### src/pmt_pkg.sv
// ----------------------------------------------------------------------------
// pmt_pkg
// Types and constants shared by the pending message table.
// ----------------------------------------------------------------------------
`default_nettype none
package pmt_pkg;

  localparam int unsigned CNT_W = 6;
  localparam int unsigned MAX_REPORT = 16;
  localparam logic [31:0] TTL_RESET = 32'd60000;

  typedef enum logic [3:0] {
    OP_ADD         = 4'd0,
    OP_FIND_ID     = 4'd1,
    OP_FIND_CLIENT = 4'd2,
    OP_NODE_ACK    = 4'd3,
    OP_DELIVERED   = 4'd4,
    OP_FAILED      = 4'd5,
    OP_REMOVE_DLV  = 4'd6,
    OP_CLEANUP     = 4'd7,
    OP_COUNT       = 4'd8
  } op_e;

  // range of codes with no operation behind them
  localparam logic [3:0] OP_UNUSED_LO = 4'd9;
  localparam logic [3:0] OP_UNUSED_HI = 4'd15;

  localparam logic [1:0] ST_PENDING   = 2'd0;
  localparam logic [1:0] ST_FORWARDED = 2'd1;
  localparam logic [1:0] ST_DELIVERED = 2'd2;
  localparam logic [1:0] ST_FAILED    = 2'd3;

  typedef struct packed {
    logic        used;
    logic [63:0] mid;
    logic [63:0] cid;
    logic [1:0]  st;
    logic        an;
    logic        ad;
    logic        al;
    logic [31:0] cr;
    logic [31:0] lt;
  } rec_t;

  typedef struct packed {
    logic [3:0]  op;
    logic [63:0] mid;
    logic [63:0] cid;
    logic [31:0] now;
    logic [1:0]  st;
    logic        an;
    logic        ad;
    logic        al;
    logic [31:0] cr;
    logic [31:0] lt;
    logic [4:0]  lim;
  } ctx_t;

  typedef struct packed {
    logic match;
    logic emit;
    logic inc;
  } step_t;

endpackage
`default_nettype wire

### src/pmt_if.sv
// ----------------------------------------------------------------------------
// pmt request and result channels
// Valid/ready channels carrying table requests and results.
// ----------------------------------------------------------------------------
`default_nettype none
interface pmt_in_if;
  logic        valid;
  logic        ready;
  logic [3:0]  op;
  logic [63:0] message_id;
  logic [63:0] client_id;
  logic [31:0] now_ms;
  logic [1:0]  status_in;
  logic        await_node_in;
  logic        await_delivery_in;
  logic        await_local_in;
  logic [31:0] created_at_in;
  logic [31:0] last_try_in;
  logic [4:0]  report_limit;
  modport source (output valid, op, message_id, client_id, now_ms, status_in,
                  await_node_in, await_delivery_in, await_local_in, created_at_in,
                  last_try_in, report_limit, input ready);
  modport sink (input valid, op, message_id, client_id, now_ms, status_in,
                await_node_in, await_delivery_in, await_local_in, created_at_in,
                last_try_in, report_limit, output ready);
endinterface

interface pmt_out_if;
  logic        valid;
  logic        ready;
  logic        hit;
  logic [3:0]  slot;
  logic [63:0] id_out;
  logic [63:0] client_out;
  logic [1:0]  status_out;
  logic        await_node_out;
  logic        await_delivery_out;
  logic        await_local_out;
  logic [31:0] created_out;
  logic [31:0] last_try_out;
  logic [4:0]  tally;
  logic        last;
  modport source (output valid, hit, slot, id_out, client_out, status_out,
                  await_node_out, await_delivery_out, await_local_out, created_out,
                  last_try_out, tally, last, input ready);
  modport sink (input valid, hit, slot, id_out, client_out, status_out,
                await_node_out, await_delivery_out, await_local_out, created_out,
                last_try_out, tally, last, output ready);
endinterface
`default_nettype wire

### src/pmt_cell.sv
// ----------------------------------------------------------------------------
// pmt_cell
// One record of the ring; loads its neighbor's record on each shift.
// ----------------------------------------------------------------------------
`default_nettype none
module pmt_cell (
  input  wire logic          clk_i,
  input  wire logic          rst_ni,
  input  wire logic          shift_i,
  input  wire pmt_pkg::rec_t rec_i,
  output pmt_pkg::rec_t      rec_o
);
  logic          used_q;
  pmt_pkg::rec_t data_q;

  always_ff @(posedge clk_i or negedge rst_ni) begin
    if (!rst_ni) begin
      used_q <= 1'b0;
    end else if (shift_i) begin
      used_q <= rec_i.used;
    end
  end

  always_ff @(posedge clk_i) begin
    if (shift_i) begin
      data_q <= rec_i;
    end
  end

  always_comb begin
    rec_o      = data_q;
    rec_o.used = used_q;
  end
endmodule
`default_nettype wire

### src/pmt_step.sv
// ----------------------------------------------------------------------------
// pmt_step
// Applies the current request to the record leaving the head of the ring.
// ----------------------------------------------------------------------------
`default_nettype none
module pmt_step (
  input  wire pmt_pkg::rec_t               head_i,
  input  wire pmt_pkg::ctx_t               ctx_i,
  input  wire logic [31:0]                 ttl_i,
  input  wire logic                        found_i,
  input  wire logic [pmt_pkg::CNT_W-1:0]   n_i,
  output pmt_pkg::rec_t                    rec_o,
  output pmt_pkg::step_t                   ctl_o
);
  logic [31:0] age;
  logic        key_eq;

  assign age = ctx_i.now - head_i.cr;

  always_comb begin
    rec_o  = head_i;
    ctl_o  = '0;
    key_eq = (ctx_i.op == pmt_pkg::OP_FIND_CLIENT) ? (head_i.cid == ctx_i.cid)
                                                   : (head_i.mid == ctx_i.mid);
    case (ctx_i.op) inside
      pmt_pkg::OP_ADD: begin
        if (!found_i && !head_i.used) begin
          rec_o.used  = 1'b1;
          rec_o.mid   = ctx_i.mid;
          rec_o.cid   = ctx_i.cid;
          rec_o.st    = ctx_i.st;
          rec_o.an    = ctx_i.an;
          rec_o.ad    = ctx_i.ad;
          rec_o.al    = ctx_i.al;
          rec_o.cr    = ctx_i.cr;
          rec_o.lt    = ctx_i.lt;
          ctl_o.match = 1'b1;
        end
      end
      pmt_pkg::OP_FIND_ID, pmt_pkg::OP_FIND_CLIENT, pmt_pkg::OP_NODE_ACK,
      pmt_pkg::OP_DELIVERED, pmt_pkg::OP_FAILED: begin
        if (!found_i && head_i.used && key_eq) begin
          ctl_o.match = 1'b1;
          if (ctx_i.op == pmt_pkg::OP_NODE_ACK) begin
            rec_o.an = 1'b0;
            rec_o.lt = ctx_i.now;
            if (head_i.st == pmt_pkg::ST_PENDING) begin
              rec_o.st = pmt_pkg::ST_FORWARDED;
            end
          end else if (ctx_i.op == pmt_pkg::OP_DELIVERED ||
                       ctx_i.op == pmt_pkg::OP_FAILED) begin
            rec_o.an = 1'b0;
            rec_o.ad = 1'b0;
            rec_o.al = 1'b0;
            rec_o.st = (ctx_i.op == pmt_pkg::OP_DELIVERED) ? pmt_pkg::ST_DELIVERED
                                                           : pmt_pkg::ST_FAILED;
          end
        end
      end
      pmt_pkg::OP_REMOVE_DLV: begin
        if (head_i.used && head_i.st == pmt_pkg::ST_DELIVERED) begin
          rec_o.used = 1'b0;
          ctl_o.inc  = 1'b1;
        end
      end
      pmt_pkg::OP_CLEANUP: begin
        if (head_i.used && age > ttl_i) begin
          rec_o.used = 1'b0;
          if (n_i < pmt_pkg::CNT_W'(ctx_i.lim)) begin
            ctl_o.emit = 1'b1;
            ctl_o.inc  = 1'b1;
          end
        end
      end
      pmt_pkg::OP_COUNT: begin
        ctl_o.inc = head_i.used;
      end
      default: ;
    endcase
  end
endmodule
`default_nettype wire

### src/pending_message_table.sv
// ----------------------------------------------------------------------------
// pending_message_table
// Table of outstanding messages held in a ring of record cells.
//
//   channel  dir  handshake     carries
//   in_i     in   valid/ready   one request (op and operands)
//   out_o    out  valid/ready   result records, final one has last set
//   cfg      in   cfg_we_i      ttl_ms
//
// After acceptance the ring rotates once through the step unit, one slot per
// cycle in ascending order while the result register is not stalled, then the
// final result is loaded into the output register. A stalled result register
// pauses the ring. In the ring, reset clears only the used bits. A new request
// is taken once the final result is loaded.
// ----------------------------------------------------------------------------
`default_nettype none
module pending_message_table #(
  parameter int unsigned TABLE_SLOTS = 16,
  parameter int unsigned ID_BYTES    = 8
) (
  input  wire logic        clk_i,
  input  wire logic        rst_ni,
  input  wire logic        cfg_we_i,
  input  wire logic [31:0] cfg_wdata_i,
  pmt_in_if.sink           in_i,
  pmt_out_if.source        out_o
);
  localparam int unsigned CW = pmt_pkg::CNT_W;
  localparam logic [63:0] ID_MASK = (ID_BYTES >= 8) ? '1
                                    : ((64'd1 << (8 * ID_BYTES)) - 64'd1);

  pmt_pkg::rec_t  ring [TABLE_SLOTS];
  pmt_pkg::rec_t  step_rec;
  pmt_pkg::step_t step_ctl;
  pmt_pkg::ctx_t  ctx_q;
  pmt_pkg::rec_t  res_q;
  pmt_pkg::rec_t  emit_rec;
  logic [31:0]    ttl_q;
  logic           busy_q, found_q, ov_q;
  logic [CW-1:0]  cnt_q, n_q, res_slot_q;
  logic           advance, scan, shift, accept, ov_set;
  logic           rec_op, tally_op;
  logic [4:0]     tally;

  // output register
  logic          hit_q, last_q;
  logic [3:0]    slot_q;
  logic [4:0]    tally_q;
  pmt_pkg::rec_t out_rec_q;

  assign accept  = in_i.valid && in_i.ready;
  assign advance = busy_q && (!ov_q || out_o.ready);
  assign scan    = cnt_q < CW'(TABLE_SLOTS);
  assign shift   = advance && scan;
  assign ov_set  = (shift && step_ctl.emit) || (advance && !scan);
  assign tally   = (n_q > CW'(31)) ? 5'd31 : n_q[4:0];
  assign in_i.ready = !busy_q;

  for (genvar i = 0; i < TABLE_SLOTS; i++) begin : g_cell
    pmt_cell u_cell (
      .clk_i  (clk_i),
      .rst_ni (rst_ni),
      .shift_i(shift),
      .rec_i  ((i == TABLE_SLOTS - 1) ? step_rec : ring[(i + 1) % TABLE_SLOTS]),
      .rec_o  (ring[i])
    );
  end

  pmt_step u_step (
    .head_i (ring[0]),
    .ctx_i  (ctx_q),
    .ttl_i  (ttl_q),
    .found_i(found_q),
    .n_i    (n_q),
    .rec_o  (step_rec),
    .ctl_o  (step_ctl)
  );

  always_comb begin
    emit_rec     = '0;
    emit_rec.mid = ring[0].mid;
  end

  always_comb begin
    rec_op   = 1'b0;
    tally_op = 1'b0;
    case (ctx_q.op) inside
      pmt_pkg::OP_ADD, pmt_pkg::OP_FIND_ID, pmt_pkg::OP_FIND_CLIENT,
      pmt_pkg::OP_NODE_ACK, pmt_pkg::OP_DELIVERED, pmt_pkg::OP_FAILED: rec_op = 1'b1;
      pmt_pkg::OP_REMOVE_DLV, pmt_pkg::OP_CLEANUP, pmt_pkg::OP_COUNT: tally_op = 1'b1;
      default: ;
    endcase
  end

  always_ff @(posedge clk_i or negedge rst_ni) begin
    if (!rst_ni) begin
      ttl_q <= pmt_pkg::TTL_RESET;
    end else if (cfg_we_i) begin
      ttl_q <= cfg_wdata_i;
    end
  end

  always_ff @(posedge clk_i or negedge rst_ni) begin
    if (!rst_ni) begin
      busy_q  <= 1'b0;
      found_q <= 1'b0;
      ov_q    <= 1'b0;
      cnt_q   <= '0;
      n_q     <= '0;
    end else begin
      ov_q <= ov_set || (ov_q && !out_o.ready);
      if (accept) begin
        busy_q  <= 1'b1;
        found_q <= 1'b0;
        cnt_q   <= '0;
        n_q     <= '0;
      end else if (shift) begin
        cnt_q <= cnt_q + CW'(1);
        if (step_ctl.match) found_q <= 1'b1;
        if (step_ctl.inc) n_q <= n_q + CW'(1);
      end else if (advance) begin
        busy_q <= 1'b0;
      end
    end
  end

  always_ff @(posedge clk_i) begin
    if (accept) begin
      ctx_q.op  <= in_i.op;
      ctx_q.mid <= in_i.message_id & ID_MASK;
      ctx_q.cid <= in_i.client_id & ID_MASK;
      ctx_q.now <= in_i.now_ms;
      ctx_q.st  <= in_i.status_in;
      ctx_q.an  <= in_i.await_node_in;
      ctx_q.ad  <= in_i.await_delivery_in;
      ctx_q.al  <= in_i.await_local_in;
      ctx_q.cr  <= in_i.created_at_in;
      ctx_q.lt  <= in_i.last_try_in;
      ctx_q.lim <= (in_i.report_limit > 5'(pmt_pkg::MAX_REPORT))
                   ? 5'(pmt_pkg::MAX_REPORT) : in_i.report_limit;
    end
    if (shift && step_ctl.match) begin
      res_q      <= step_rec;
      res_slot_q <= cnt_q;
    end
    if (shift && step_ctl.emit) begin
      hit_q     <= 1'b1;
      slot_q    <= 4'(cnt_q);
      out_rec_q <= emit_rec;
      tally_q   <= '0;
      last_q    <= 1'b0;
    end else if (advance && !scan) begin
      last_q <= 1'b1;
      if (rec_op && found_q) begin
        hit_q     <= 1'b1;
        slot_q    <= 4'(res_slot_q);
        out_rec_q <= res_q;
        tally_q   <= '0;
      end else begin
        hit_q     <= 1'b0;
        slot_q    <= '0;
        out_rec_q <= '0;
        tally_q   <= tally_op ? tally : 5'd0;
      end
    end
  end

  assign out_o.valid              = ov_q;
  assign out_o.hit                = hit_q;
  assign out_o.slot               = slot_q;
  assign out_o.id_out             = out_rec_q.mid;
  assign out_o.client_out         = out_rec_q.cid;
  assign out_o.status_out         = out_rec_q.st;
  assign out_o.await_node_out     = out_rec_q.an;
  assign out_o.await_delivery_out = out_rec_q.ad;
  assign out_o.await_local_out    = out_rec_q.al;
  assign out_o.created_out        = out_rec_q.cr;
  assign out_o.last_try_out       = out_rec_q.lt;
  assign out_o.tally              = tally_q;
  assign out_o.last               = last_q;

  a_cnt_range: assert property (@(posedge clk_i) disable iff (!rst_ni)
    cnt_q <= CW'(TABLE_SLOTS)) else $error("scan counter out of range");
  a_accept_busy: assert property (@(posedge clk_i) disable iff (!rst_ni)
    accept |=> busy_q && cnt_q == '0) else $error("request not started");
  a_final_done: assert property (@(posedge clk_i) disable iff (!rst_ni)
    (advance && !scan) |=> !busy_q && ov_q && last_q) else $error("final result lost");
  a_emit_cleanup: assert property (@(posedge clk_i) disable iff (!rst_ni)
    (shift && step_ctl.emit) |-> ctx_q.op == pmt_pkg::OP_CLEANUP)
    else $error("id emitted outside cleanup");
endmodule
`default_nettype wire
### src/flat_wrapper.sv
// flat-port wrapper written by rule: the top's interface ports become plain ports
module pending_message_table_flat 
#(
  parameter int unsigned TABLE_SLOTS = 16,
  parameter int unsigned ID_BYTES    = 8
)
  (clk_i, rst_ni, cfg_we_i, cfg_wdata_i, in_i_valid, in_i_op, in_i_message_id, in_i_client_id, in_i_now_ms, in_i_status_in, in_i_await_node_in, in_i_await_delivery_in, in_i_await_local_in, in_i_created_at_in, in_i_last_try_in, in_i_report_limit, in_i_ready, out_o_valid, out_o_hit, out_o_slot, out_o_id_out, out_o_client_out, out_o_status_out, out_o_await_node_out, out_o_await_delivery_out, out_o_await_local_out, out_o_created_out, out_o_last_try_out, out_o_tally, out_o_last, out_o_ready);
  pmt_in_if in_i_i ();
  pmt_out_if out_o_i ();
  input  wire logic clk_i;
  input  wire logic rst_ni;
  input  wire logic cfg_we_i;
  input  wire logic [31:0] cfg_wdata_i;
  input wire logic [$bits(in_i_i.valid)-1:0] in_i_valid;
  input wire logic [$bits(in_i_i.op)-1:0] in_i_op;
  input wire logic [$bits(in_i_i.message_id)-1:0] in_i_message_id;
  input wire logic [$bits(in_i_i.client_id)-1:0] in_i_client_id;
  input wire logic [$bits(in_i_i.now_ms)-1:0] in_i_now_ms;
  input wire logic [$bits(in_i_i.status_in)-1:0] in_i_status_in;
  input wire logic [$bits(in_i_i.await_node_in)-1:0] in_i_await_node_in;
  input wire logic [$bits(in_i_i.await_delivery_in)-1:0] in_i_await_delivery_in;
  input wire logic [$bits(in_i_i.await_local_in)-1:0] in_i_await_local_in;
  input wire logic [$bits(in_i_i.created_at_in)-1:0] in_i_created_at_in;
  input wire logic [$bits(in_i_i.last_try_in)-1:0] in_i_last_try_in;
  input wire logic [$bits(in_i_i.report_limit)-1:0] in_i_report_limit;
  output wire logic [$bits(in_i_i.ready)-1:0] in_i_ready;
  output wire logic [$bits(out_o_i.valid)-1:0] out_o_valid;
  output wire logic [$bits(out_o_i.hit)-1:0] out_o_hit;
  output wire logic [$bits(out_o_i.slot)-1:0] out_o_slot;
  output wire logic [$bits(out_o_i.id_out)-1:0] out_o_id_out;
  output wire logic [$bits(out_o_i.client_out)-1:0] out_o_client_out;
  output wire logic [$bits(out_o_i.status_out)-1:0] out_o_status_out;
  output wire logic [$bits(out_o_i.await_node_out)-1:0] out_o_await_node_out;
  output wire logic [$bits(out_o_i.await_delivery_out)-1:0] out_o_await_delivery_out;
  output wire logic [$bits(out_o_i.await_local_out)-1:0] out_o_await_local_out;
  output wire logic [$bits(out_o_i.created_out)-1:0] out_o_created_out;
  output wire logic [$bits(out_o_i.last_try_out)-1:0] out_o_last_try_out;
  output wire logic [$bits(out_o_i.tally)-1:0] out_o_tally;
  output wire logic [$bits(out_o_i.last)-1:0] out_o_last;
  input wire logic [$bits(out_o_i.ready)-1:0] out_o_ready;
  assign in_i_i.valid = in_i_valid;
  assign in_i_i.op = in_i_op;
  assign in_i_i.message_id = in_i_message_id;
  assign in_i_i.client_id = in_i_client_id;
  assign in_i_i.now_ms = in_i_now_ms;
  assign in_i_i.status_in = in_i_status_in;
  assign in_i_i.await_node_in = in_i_await_node_in;
  assign in_i_i.await_delivery_in = in_i_await_delivery_in;
  assign in_i_i.await_local_in = in_i_await_local_in;
  assign in_i_i.created_at_in = in_i_created_at_in;
  assign in_i_i.last_try_in = in_i_last_try_in;
  assign in_i_i.report_limit = in_i_report_limit;
  assign in_i_ready = in_i_i.ready;
  assign out_o_valid = out_o_i.valid;
  assign out_o_hit = out_o_i.hit;
  assign out_o_slot = out_o_i.slot;
  assign out_o_id_out = out_o_i.id_out;
  assign out_o_client_out = out_o_i.client_out;
  assign out_o_status_out = out_o_i.status_out;
  assign out_o_await_node_out = out_o_i.await_node_out;
  assign out_o_await_delivery_out = out_o_i.await_delivery_out;
  assign out_o_await_local_out = out_o_i.await_local_out;
  assign out_o_created_out = out_o_i.created_out;
  assign out_o_last_try_out = out_o_i.last_try_out;
  assign out_o_tally = out_o_i.tally;
  assign out_o_last = out_o_i.last;
  assign out_o_i.ready = out_o_ready;
  pending_message_table #(.TABLE_SLOTS(TABLE_SLOTS), .ID_BYTES(ID_BYTES)) u_core (.clk_i(clk_i), .rst_ni(rst_ni), .cfg_we_i(cfg_we_i), .cfg_wdata_i(cfg_wdata_i), .in_i(in_i_i), .out_o(out_o_i));
endmodule
### config.mk
export PLATFORM = sky130hd
export DESIGN_NAME = pending_message_table_flat
export DESIGN_NICKNAME = d
export VERILOG_FILES = /design/src/pmt_pkg.sv /design/src/pmt_if.sv /design/src/pmt_cell.sv /design/src/pmt_step.sv /design/src/pending_message_table.sv /design/src/flat_wrapper.sv
export SDC_FILE = /design/constraint.sdc
export NUM_CORES = 2
export LEC_CHECK = 0
export ABC_AREA = 1
export BUFFER_PORTS_ARGS = -buffer_cell sky130_fd_sc_hd__buf_2
export CORE_AREA = 2 2 463 465
export CTS_CLUSTER_DIAMETER = 50
export DETAILED_ROUTE_END_ITERATION = 8
export DIE_AREA = 0 0 465 467
export PLACE_DENSITY = 0.78
export SETUP_SLACK_MARGIN = 0.3
export SLEW_MARGIN = 20
export SYNTH_ARGS = -nofsm -noshare
export SYNTH_HDL_FRONTEND = slang
export SYNTH_HIERARCHICAL = 1
export SYNTH_SLANG_ARGS = --single-unit
### constraint.sdc
create_clock -name clk_i -period 112 [get_ports clk_i]
set_input_delay 22.4 -clock clk_i [delete_from_list [all_inputs] [get_ports clk_i]]
set_output_delay 22.4 -clock clk_i [all_outputs]
set_load 0.02 [all_outputs]
Yosys cells after proc, flatten, opt, wreduce, memory -nomap -nowiden. Index checks and enable logic that the tools add are counted. Widths: inputs -> output; s select.

Register bits after elaboration: 3862. Latch bits: 0. Memory bits (writable): 0. ROM bits: 0. Word-level logic and storage cells: 300. Memories: 0.

Add/sub/neg operators: 3. Multipliers: 0. Divide/modulo/power cells: 0. Magnitude comparators: 5. Eq/ne operators: 12. Shifts and indexed selects: 0. Muxes and demuxes: 62. Bitwise logic cells: 0. Reductions and logical operators: 36.

Operator list (number): $mux 197 (3); $mux 198 (1); $mux 32 (5); $eq 64x64->1 (2); $mux 128 (1); $mux 5 (7); $gt 32x32->1 (1); $mux 1 (32); $sub 32x32->32 (1); $mux 6 (5); $eq 4x3->1 const B (4); $logic_and 1x1->1 (13); $add 6x1->6 const B (2); $mux 4 (3); $reduce_bool 2->1 (5); $eq 4x2->1 const B (2); $mux 2 (4); $gt 6x5->1 const B (1); $logic_not 1->1 (6); $lt 6x5->1 (1); $lt 6x5->1 const B (1); $reduce_and 2->1 (3); $reduce_or 6->1 (1); $gt 5x5->1 const B (1); 10 further kinds (13).

Logic depth before layout (Yosys ltp).
Depth after elaboration: 11. Gate-level depth with buffers: 30. Mapped depth without buffers: 28.

Hierarchy. Netlist, hierarchy kept.

By module, submodules not included: pmt_cell (times used 16, cells an instance 203, area an instance 5963.2 µm², seq. area each 5940.7 µm²); pending_message_table (times used 1, cells an instance 1500, area an instance 22700.5 µm², seq. area each 19212.2 µm²); pmt_step (times used 1, cells an instance 1763, area an instance 8575.7 µm², seq. area each 0.0 µm²).

Worst setup path before layout. No wires, ideal clock.

Path kind: input -> register. Start: in out_o_ready. End: reg u_core.slot_q[0] (netlist: u_core/out_o.slot[0]) (data pin). Data arrival time: 118.546 ns. Data required time: 111.451 ns. Slack: -7.095 ns. Stages on the path: 6. Buffers on the path: 0. Path through: inv_1 > nand2_1 > nand2_1 > nor2_2 > nand2_1 > o21ai_0.

Word-level cells in the longest chain between the ends: 5.

RTL lines: start: declaration (RTL line flat_wrapper.sv:40) `input wire logic [$bits(out_o_i.ready)-1:0] out_o_ready;`; $logic_or 1x1->1 (RTL line pending_message_table.sv:52) `assign advance = busy_q && (!ov_q || out_o.ready);`; $logic_and 1x1->1 (RTL line pending_message_table.sv:52); $logic_and 1x1->1 (RTL line pending_message_table.sv:54) `assign shift = advance && scan;`; net u_core.shift (RTL line pending_message_table.sv:41) `logic advance, scan, shift, accept, ov_set;`; $logic_and 1x1->1 (RTL line pending_message_table.sv:146) `if (shift && step_ctl.emit) begin`; $mux 4 (RTL line pending_message_table.sv:146); end signal: assignment (RTL line pending_message_table.sv:148) `slot_q <= 4'(cnt_q);`; end signal: assignment (RTL line pending_message_table.sv:156) `slot_q <= 4'(res_slot_q);`; end: declaration (RTL line pending_message_table.sv:47) `logic [3:0] slot_q;`.

The timed path passes the listed nets, and every way through them passes these cells. A chain may end at the register's enable or synchronous reset.

Final worst setup path.
Start: in out_o_ready. End: reg u_core.g_cell[1].u_cell.data_q, in the netlist u_core/g_cell[1].u_cell/rec_o[85] (enable).

Word-level cells in the longest chain between the ends: 3.

RTL lines: $logic_or 1x1->1 (RTL line pending_message_table.sv:52); $logic_and 1x1->1 (RTL line pending_message_table.sv:52); $logic_and 1x1->1 (RTL line pending_message_table.sv:54); net u_core.shift (RTL line pending_message_table.sv:41); end signal: assignment (RTL line pmt_cell.sv:26) `data_q <= rec_i;`; end: declaration (RTL line pmt_cell.sv:14) `pmt_pkg::rec_t data_q;`.

The timed path passes the listed nets, and every way through them passes these cells.

==> reports/results.txt <==
Std-Cell Rows - 169
Area occupied by registers - 114000 um2
Count of pins over their slew limit - 0
First-pass GRT wire length - 361000 um
GRT Total Usage - 0.227
PD cells - 33.2 nW/um2
Crit path depth - 13
Vias per cell - 5.60
Grt total ovfl - 0
CTS Buffer Depth - 4
CP Capture Type - register
Setup violations, final - 0
Sw Share - 0.279
Top_reg_cell synth - edfxtp_1
Initial antenna violation count - 25
Hold Path Class - reg -> reg
H-tree lvl count - 5
Core Util, Final - 0.683
Die W - 465 um
Setup TNS - 0 ns
Top Layer Used - met5
Crit path buffers/inverters - 10
Post-CTS setup buffers - 0
Max transition margin - 0.0804
CP max-delay cell - buf_4
Share of post-route cells with drive strength above 1 - 0.157
Crit start category - input port
CTS root buf - clkbuf_16
Core Area - 212000 um2
Crit path max-delay family - buffers and inverters
Cell Area, Placed - 132000 um2
Worst slew pin tran - 1.38 ns
Period Utilization, post-route - 0.255
Met2 wire length - 118000 um
Starting DRC count in detailed routing - 8065
Largest net degree at the start of global routing - 241
Reg2reg setup slack - 104.19 ns
CP Data Required Time - 112.59 ns
Tmin final - 28.54 ns
Highest Clock Rate - 0.0350 GHz
Setup WS pre-CTS - 82.41 ns
Sequential share of power - 0.603
Total power - 4.81 mW
Int Power - 3.47 mW
Synth warn - 6
Pre-antenna DRT Iters - 9
CTS tree - yes
Clock Pin Slew Worst Setup and Hold Paths - 0.06 ns
#FFs+latches synth - 3862
Setup ws final - 83.46 ns
Total CTS buffers - 376
Die area - 217000 um2
Seq/Total Area, Yosys - 0.902
Critical path fanouts, max - 131
Die Y - 467 um
Crit Path Class - in -> reg
Area of the multi-input gates - 10600 um2
Dpl hpwl - 137000 um
Final instance area - 145000 um2
R2R depth - 25
Clock Power Share - 0.259
Asr flop ratio synth - 0.0163
Static Leak - 55.1 nW
MaxCap Viol Count - 0
Routed WL - 251000 um
Met1 wire length - 100000 um
Post-Syn Nets - 6856
Final net count - 7647
ANT nets after route - 0
Unique cell type count in the Yosys netlist - 47
Data arrival time of the critical path - 29.13 ns
Max IR drop VDD - 27.9 uV
Status - finished, final reports clean
Crit-path max cell delay - 0.92 ns
Port Buffers - 484
Clock sink count - 3862
Met3 wire len - 24600 um
DR vias - 58400
Syn Area/Cell - 19.5 um2
CP Cell Sequence - buf_2 -> inv_1 -> nand2_1 -> nand2_1 -> nor2_4 -> buf_4 -> buf_4 -> buf_4 -> buf_4 -> buf_4 -> buf_4 -> buf_12 -> buf_16
Unrepaired setup endpoints after global routing - no
Number of global-route vias before repair - 57000
CTS Hold Bufs - 0
Starting Density - 0.599
Post-synthesis cell area - 127000 um2
Layout overhead on the synthesized area - 14.2%
Critical Path Most Common Cell - buf_4
Clock Skew - 0.108 ns
Mapped Cells - 6511
Number of synthesized flops with an enable pin - 3659
DR WL/cell - 24.1 um
Hold depth - 0
# IOs - 485
Fillers - 12300
Gpl congestion - 0.863
Comb pwr share - 0.138
P_sw - 1.34 mW
Final hold vios - 0
DR DRC count - 0
CTS resizes - 0
Worst-skew pair later-pin latency - 0.99 ns
[final timing paths]
path,from,endpoint
max in group asynchronous,rst_ni,u_core/g_cell[9].u_cell/used_q
min in group asynchronous,rst_ni,u_core/ttl_q[21]
hold reg to reg,u_core/g_cell[2].u_cell/rec_o[173],u_core/g_cell[1].u_cell/rec_o[173]
hold / removal,u_core/g_cell[2].u_cell/rec_o[173],u_core/g_cell[1].u_cell/rec_o[173]
setup reg to reg,u_core/g_cell[0].u_cell/rec_o[34],u_core/out_o.client_out[53]
setup / recovery,out_o_ready,u_core/g_cell[1].u_cell/rec_o[85]
[registers in the layout, indices dropped and copies added, names as in the netlist, 2 cells and up]
register and flops:
u_core/cnt_q 6, u_core/ctx_q 238, u_core/g_cell.u_cell/rec_o 3152, u_core/g_cell.u_cell/used_q 16
u_core/n_q 6, u_core/out_o.client_out 64, u_core/out_o.created_out 32, u_core/out_o.id_out 64
u_core/out_o.last_try_out 32, u_core/out_o.slot 4, u_core/out_o.status_out 2, u_core/out_o.tally 5
u_core/res_q 197, u_core/res_slot_q 4, u_core/ttl_q 32
[cells in the mapped netlist (all sizes together), types with 37 or more instances]
cell,number,area share
dfxtp,140,0.022
dfrtp,56,0.011
ha,69,0.0068
o21ai,167,0.0066
inv,310,0.0092
xor2,38,0.0026
clkbuf,40,0.0012
mux2,79,0.0070
nand3,77,0.0031
nor2,238,0.0072
edfxtp,3659,0.87
a21oi,99,0.0039
xnor2,37,0.0026
buf,84,0.0041
nand2,1345,0.040
[power by group through the flow]
stage          combinational, mW  clock [mW]  sequential [mW]
3_5_place_dp               0.642           0             2.88
2_1_floorplan              0.412           0             3.76
5_1_grt                    0.723        1.32             2.95
6_report                   0.663        1.25             2.90
4_1_cts                    0.652        1.27             2.90
3_3_place_gp               0.615           0             2.83
[worst reg2reg max path, stage by stage (launching register included)]
cell and delay (ns):
edfxtp_1 0.35, inv_1 0.27, ha_1 0.34, a21oi_1 0.20
nand2_1 0.14, a21boi_0 0.40, inv_1 0.12, a21oi_1 0.39
o21ai_0 0.27, xor2_1 0.23, ha_1 0.33, nand2_1 0.06
nor2_1 0.13, nand4_1 0.14, nor4_2 0.75, a21oi_1 0.26
nand3b_1 0.28, inv_1 0.09, inv_1 0.12, nor2_4 0.05
buf_4 0.36, nor2_4 0.24, buf_4 0.70, buf_4 1.08
nand2_1 0.29, nand2_1 0.15
[cell type report]
cell class,instances,area share
clock inverters,175,0.0123
repair buffers,537,0.0206
clock buffers,494,0.0709
well taps,2821,0.0244
multi-input cells,2215,0.0735
diodes,5,0.0000865
inverters,310,0.00816
flip-flops and latches,3862,0.790
[per-layer routing]
layer	up-vias	GRT usage
li1	25400	-
met1	29100	0.325
met2	3327	0.350
met3	556	0.0485
met4	12	0.0804
met5	-	0
[cell families (layout without fill, tap and decap cells)]
logic type,after synthesis,after routing,share of synthesized area
fa+ha+maj,70,70,0.00697
compound gates,299,299,0.0125
xor+xnor,75,75,0.00519
mux,79,79,0.00702
buf+inv,434,1516,0.0145
other cells,0,5,0
simple gates,1692,1692,0.0519
flops,3862,3862,0.902
[metrics by stage]
stage	hold WS (ns)	std cells
after floorplan	0.400	6511
after CTS	0.348	10400
after global placement	0.400	9742
after detailed placement	0.405	9742
final	0.352	10400
after global routing	0.349	10400
[cells in the final DEF, fill, tap and decap left out, drive strengths merged, types with 3 or more instances in the layout]
master    synthesis  routed
a21boi            7       7
a21o              3       3
a21oi            99      99
buf              84     537
bufinv            0      31
clkbuf           40     494
clkinv            0     115
clkinvlp          0      12
dfrtp            56      56
dfstp             7       7
dfxtp           140     140
diode             0       5
edfxtp         3659    3659
ha               69      69
inv             310     327
mux2             79      79
nand2          1345    1345
nand3            77      77
nand4            11      11
nor2            238     238
nor3             11      11
nor4              4       4
o21ai           167     167
o21bai            8       8
o22ai             3       3
or2               3       3
xnor2            37      37
xor2             38      38
(Power assumes the default switching activity.)
